==> src/rtl/fpfl_ram.sv <==
// Generic simple dual-port RAM: one write port, one read port, registered read.
// No dependencies.
module fpfl_ram #(
  parameter int WIDTH = 8,
  parameter int DEPTH = 16
) (
  input  logic                     clk,
  input  logic                     we,
  input  logic [$clog2(DEPTH)-1:0] waddr,
  input  logic [WIDTH-1:0]         wdata,
  input  logic                     re,
  input  logic [$clog2(DEPTH)-1:0] raddr,
  output logic [WIDTH-1:0]         rdata
);

  logic [WIDTH-1:0] mem [DEPTH];

  always_ff @(posedge clk) begin
    if (we) begin
      mem[waddr] <= wdata;
    end
    if (re) begin
      rdata <= mem[raddr];
    end
  end

endmodule

==> config.mk <==
export PLATFORM = sky130hd
export DESIGN_NAME = fpfl_ram
export DESIGN_NICKNAME = d
export VERILOG_FILES = /design/src/rtl/fpfl_ram.sv
export SDC_FILE = /design/constraint.sdc
export NUM_CORES = 1
export LEC_CHECK = 0
export BUFFER_PORTS_ARGS = -buffer_cell sky130_fd_sc_hd__buf_2
export CAP_MARGIN = 20
export CORE_MARGIN = 5
export CORE_UTILIZATION = 64
export DETAILED_ROUTE_END_ITERATION = 8
export PLACE_DENSITY_LB_ADDON = 0.1
export SETUP_SLACK_MARGIN = 0.2
export SYNTH_ARGS = -nofsm -noshare
export SYNTH_HDL_FRONTEND = slang
export SYNTH_SLANG_ARGS = --single-unit
==> constraint.sdc <==
create_clock -name clk -period 5.3 [get_ports clk]
set_input_delay 0.795 -clock clk [delete_from_list [all_inputs] [get_ports clk]]
set_output_delay 0.795 -clock clk [all_outputs]
set_load 0.03 [all_outputs]
==> results of run 1 <==
-- through the flow --
stage	utilization (%)	setup WS [ns]	cell area (um^2)
CTS	74.1	2.84	6000
finish	74.1	2.86	6000
detailed placement	67.1	2.38	5430
floorplan	-	3.01	5230
global placement	67.1	2.36	5430
global route	74.1	2.75	6000
-- power by group through the flow --
| stage | clock network, mW | registers, mW | logic [mW] |
|---|---|---|---|
| 5_1_grt | 1.17 | 1.22 | 0.122 |
| 4_1_cts | 1.11 | 1.22 | 0.115 |
| 2_1_floorplan | 0 | 1.25 | 0.0612 |
| 3_5_place_dp | 0 | 1.24 | 0.115 |
| 6_report | 1.11 | 1.22 | 0.114 |
| 3_3_place_gp | 0 | 1.24 | 0.113 |
-- kinds of logic after synthesis --
group | share of synthesized area (%)
multiplexers | 14.8
AO/OA/AOI/OAI | 2.30
buffers and inverters | 1.65
AND/OR/NAND/NOR | 3.14
flip-flops | 78.1
-- worst max-delay path, stage by stage --
cell     delay, ns
buf_2         0.76
mux4_1        0.69
a22oi_1       0.32
nand2_1       0.11
-- synthesized netlist by cell type --
| library cell | count | area share, % |
|---|---|---|
| buf_2 | 3 | 0.29 |
| or3b_2 | 1 | 0.17 |
| a22oi_1 | 16 | 2.3 |
| nor2_1 | 13 | 0.93 |
| mux4_1 | 14 | 7.0 |
| nor3_1 | 4 | 0.38 |
| and2b_1 | 1 | 0.14 |
| nand2b_1 | 2 | 0.24 |
| nand2_1 | 9 | 0.65 |
| edfxtp_1 | 136 | 78 |
| buf_6 | 3 | 0.65 |
| nor2b_1 | 1 | 0.12 |
| and2_1 | 1 | 0.12 |
| nand3_1 | 1 | 0.096 |
| clkdlybuf4s25_2 | 3 | 0.57 |
| mux4_2 | 18 | 7.8 |
| buf_4 | 1 | 0.14 |
| nand3b_1 | 2 | 0.29 |
-- metal layers --
metal	vias up	GRT usage, %	part of all wire, %
met5	-	0	0
met4	0	6.53	1.3
met3	10	5.49	6.8
met2	126	33.4	50
met1	1272	29.5	42
li1	1059	-	-
-- layout make-up --
type                            instances  area, um^2  area share [%]
Multi-Input combinational cell         83        1060            17.6
Tap cell                              105         131            2.19
Clock inverter                         15         154            2.56
Clock buffer                           17         414            6.90
Timing Repair Buffer                   30         160            2.67
Sequential cell                       136        4080            68.1
-- final timing paths --
check	endpoint	slack, ns	depth (start not counted)
min	rdata[1]$_DFFE_PP_	0.66	1
min reg2reg	rdata[3]$_DFFE_PP_	0.76	3
max reg2reg	rdata[5]$_DFFE_PP_	3.69	3
max	rdata[5]$_DFFE_PP_	2.86	4
-- sequential cells by signal (all words and copies together), names as in the netlist --
register  flops
mem         128
rdata         8
==> summary.md, run 1 <==
| Metric | Value |
|---|---|
| Max VDD drop | ~250 uV |
| Sw power | between 0.5 and 0.6 mW |
| Commonest non-fill, non-tap cell in the layout | edfxtp_1 |
| Post-route antenna net violation count | 0 |
| Reg clk slew, reported paths | ~0.06 ns |
| Final setup viols | 0 |
| Hold/Removal Path Class | in2reg |
| Non-Filler Instances | 386 |
| Detail-routed via count per cell | between 6 and 7 |
| Fin. max-slew vios | 0 |
| Port bufs | 26 |
| Cell Pwr Density | roughly 400 nW/um^2 |
| Ant. Diodes | 0 |
| Dpl hpwl | a little under 6 mm |
| Io pins | 27 |
| Drt drc | 0 |
| Initial Utilization | between 60 and 70% |
| Cts repair resizes | 0 |
| Syn Inst Count | 229 |
| Filler Cell Count | 472 |
| Cell-internal power | 1.92 mW |
| Measured slew at the worst slew-check pin | just over 1 ns |
| Cell Area, Synth | between 5000 and 6000 um^2 |
| Placed Cells | ~350 |
| Hold Path Origin | re |
| Pre-antenna DRT Iters | 4 |
| Run status | finished, final reports clean |
| Comb pwr share | between 4 and 5% |
| Slew HR | between 30% and 40% |
| Layout cell share with drive strength beyond 1 | 28.5% |
| Critical path peak fanout | 32 |
| Tcrit/Tclk final | 45.9% |
| Sequential share of power | about half |
| GR Overflow Total | 0 |
| Largest net degree at the start of global routing | 33 |
| Syn nets | 248 |
| FP Rows | 33 |
| Cts bufs inserted | 17 |
| Die width | roughly 100 um |
| Postcts setup bufs | 0 |
| Worst skew pair latency | 0.51 ns |
| Area of the core | around 8100 um^2 |
| Synthesized area per cell | around 23 um^2 |
| First-pass GRT wire length | around 15 mm |
| Worst flop-to-flop path startpoint | mem[9][5]$_DFFE_PP_ |
| Synth warn | 0 |
| Clk_skew | 0.00926 ns |
| CTS max path bufs | 2 |
| Crit path required time | 5.54 ns |
| Worst Setup SP | raddr[0] |
| Die height | ~100 um |
| Gr usage total | between 20% and 30% |
| CTS H-tree depth | 4 |
| Final nets | roughly 290 |
| FMAX | slightly above 0.4 GHz |
| Final wirelength | just under 10 mm |
| Via count | 2,467 |
| Final hold vios | 0 |
| Most frequent cells in the layout | edfxtp_1 (136), buf_2 (26), mux4_2 (18) |
| Min Hold Slack | 0.657 ns |
| Vias in the first global route | between 2,000 and 3,000 |
| Worst endpoint data arrival time | 2.67 ns |
| Critical path class | in2reg |
| Die ar. | roughly 10,000 um^2 |
| RD Place Congestion | around 0.7 |
| Max-cap violations | 0 |
| Final min period | approximately 2.4 ns |
| CTS sink cnt | approximately 140 |
| Setup TNS | 0 ns |
| Clock power share | between 40% and 50% |
| Worst setup EP type | register |
| Root Driver | clkbuf_8 |
| Switching part of the total | 21.1% |
| Seq cells post-synth | approximately 140 |
| Initial antenna violation count | 0 |
| Leakage | roughly 2 nW |
| CTS tree | built |
| Detailed Route Iter0 Violations | approximately 170 |
| Synth cell types | 18 |
| Final Power | approximately 2.4 mW |
| Wire per inst | 25.0 um |
| Post-synthesis sequential area ratio | between 70% and 80% |
| P&R area growth vs syn | 14.8% |
| CP startpoint kind | input pin |
| RSZ-0062 raised after global routing | false |
| Cts hold-fix bufs | 0 |
(Power assumes the default switching activity.)
==> run 2, diff against run 1 <==
--- a/config.mk
+++ b/config.mk
@@ -8,7 +8,7 @@
 export BUFFER_PORTS_ARGS = -buffer_cell sky130_fd_sc_hd__buf_2
 export CAP_MARGIN = 20
 export CORE_MARGIN = 5
-export CORE_UTILIZATION = 64
+export CORE_UTILIZATION = 60
 export DETAILED_ROUTE_END_ITERATION = 8
 export PLACE_DENSITY_LB_ADDON = 0.1
 export SETUP_SLACK_MARGIN = 0.2
==> constraint.sdc (replaced) <==
create_clock -name clk -period 2.4 [get_ports clk]
set_input_delay 0.36 -clock clk [delete_from_list [all_inputs] [get_ports clk]]
set_output_delay 0.36 -clock clk [all_outputs]
set_load 0.03 [all_outputs]
==> run 2 against run 1 <==
Net effect:
- combinational power is 140% higher
- critical path depth shrank 1
- sequential share of layout area decreased by 1.4 points
- routed wire length increased by 3.3%
- clock power grew 110%
- largest cell class unchanged
==> summary.md, run 2 (same netlist as run 1, synthesis figures left out) <==
| Metric | Value |
|---|---|
| Run status | finished, final reports clean |
| RD Place Congestion | roughly 0.77 |
| Hold/Removal Path Class | in2reg |
| Cell Pwr Density | between 800 and 900 nW/um^2 |
| CTS tree | built |
| Cts repair resizes | 0 |
| Largest regs | mem: 128 flops, rdata: 8 flops |
| Tcrit/Tclk final | between 60% and 70% |
| Port bufs | 26 |
| Clk_skew | approximately 0.0044 ns |
| Io pins | 27 |
| Biggest register | mem |
| Final min period | about 1.5 ns |
| Root Driver | clkbuf_8 |
| Detailed Route Iter0 Violations | around 180 |
| RSZ-0062 raised after global routing | false |
| Max-cap violations | 0 |
| P&R area growth vs syn | 17.3% |
| Wire per inst | 24.6 um |
| Final wirelength | roughly 10 mm |
| Initial Utilization | about three fifths |
| Worst Setup SP | mem[10][1]$_DFFE_PP_ |
| Sw power | roughly 1.1 mW |
| Layout cell share with drive strength beyond 1 | about a third |
| GR Overflow Total | 0 |
| Die width | 103 um |
| Max reg flops | between 100 and 150 |
| Worst endpoint data arrival time | roughly 1.8 ns |
| Drt drc | 0 |
| Leakage | 2.07 nW |
| Largest net degree at the start of global routing | 23 |
| Fin. max-slew vios | 0 |
| Final hold vios | 0 |
| First-pass GRT wire length | roughly 15 mm |
| Area of the core | about 8600 um^2 |
| CTS sink cnt | roughly 140 |
| Hold Path Origin | re |
| Die height | about 100 um |
| Pre-antenna DRT Iters | 4 |
| Switching part of the total | 20.4% |
| CTS max path bufs | 2 |
| Postcts setup bufs | 0 |
| CP startpoint kind | register |
| Worst slack, placed | 0.341 ns |
| Commonest non-fill, non-tap cell in the layout | edfxtp_1 |
| CTS H-tree depth | 4 |
| FP Rows | 34 |
| Die ar. | between 10,000 and 15,000 um^2 |
| Worst flop-to-flop path startpoint | mem[10][1]$_DFFE_PP_ |
| Most frequent cells in the layout | edfxtp_1 (136), buf_2 (26), buf_4 (20) |
| Final worst slack | ~0.85 ns |
| Sequential share of power | just over 50% |
| Final nets | between 300 and 400 |
| Max VDD drop | between 400 and 500 uV |
| CP Cell Sequence | mux4_1, a22oi_1, nand2_1 |
| Detail-routed via count per cell | between 6 and 7 |
| Clock power share | about 45% |
| Initial antenna violation count | 0 |
| Cts bufs inserted | 17 |
| Comb pwr share | just over 5% |
| Via count | around 2,500 |
| Ant. Diodes | 0 |
| Measured slew at the worst slew-check pin | 0.769 ns |
| Post-route antenna net violation count | 0 |
| Crit path required time | approximately 2.6 ns |
| CP peak stage delay | 0.52 ns |
| Dpl hpwl | roughly 6.4 mm |
| Critical path peak fanout | 1 |
| Critical path class | reg2reg |
| Reg clk slew, reported paths | around 0.060 ns |
| Cell-internal power | between 4 and 5 mW |
| Slowest cell on the critical path | mux4_1 |
| Worst setup EP type | register |
| Gr usage total | between 20% and 30% |
| Setup TNS | 0 ns |
| Final setup viols | 0 |
| Vias in the first global route | roughly 2,600 |
| FMAX | around 0.65 GHz |
| Cts hold-fix bufs | 0 |
| Slew HR | 48.5% |
| Worst skew pair latency | approximately 0.50 ns |
run 2: cell count changes in the layout (fill, tap and decap cells not counted), sizes merged:
cell and change:
clkbuf +2, buf +17, clkinv -4, clkinvlp +4, inv -2
run 2: worst paths after layout:
check                        to  slack (ns)  cells after the start
max          rdata[1]$_DFFE_PP_        0.85                      3
min reg2reg  rdata[2]$_DFFE_PP_        0.76                      3
min          rdata[3]$_DFFE_PP_        0.23                      1
max reg2reg  rdata[1]$_DFFE_PP_        0.85                      3
run 2: area by class of cell:
| cell class | instances | area (um^2) |
|---|---|---|
| flip-flops and latches | 136 | 4080 |
| fillers | 513 | 2460 |
| multi-input cells | 83 | 1060 |
| clock buffers | 19 | 422 |
| repair buffers | 47 | 300 |
| well taps | 108 | 135 |
| clock inverters | 13 | 131 |
run 2: layer usage:
metal  GRT usage [%]  up-vias  share of wire (%)
met5               0        -                  0
met4            6.08        0                1.1
met3            6.64       11                6.9
met2            29.6       77                 47
met1            31.3     1294                 45
li1                -     1090                  -
run 2: power by group through the flow:
stage	clock, mW	combinational, mW	sequential, mW
2_1_floorplan	0	0.135	2.76
3_3_place_gp	0	0.268	2.74
3_5_place_dp	0	0.271	2.74
4_1_cts	2.40	0.273	2.69
5_1_grt	2.53	0.290	2.69
6_report	2.37	0.270	2.69
run 2: worst max-delay path, delay by kind of cell (launching register included):
family             cells  cell delay [ns]
muxes                  1             0.52
DFF                    1             0.36
and+or+nand+nor        1             0.13
AOI/OAI and AO/OA      1             0.27
run 2: per-stage QoR:
step	instance area (um^2)	std cells	power, mW	hold slack [ns]	util [%]
2_1_floorplan	5230	229	2.89	0.459	-
3_5_place_dp	5580	374	3.01	0.726	64.9
4_1_cts	6130	406	5.36	0.204	71.3
3_3_place_gp	5580	374	3.00	0.732	64.9
5_1_grt	6130	406	5.51	0.190	71.3
6_report	6130	406	5.33	0.228	71.3
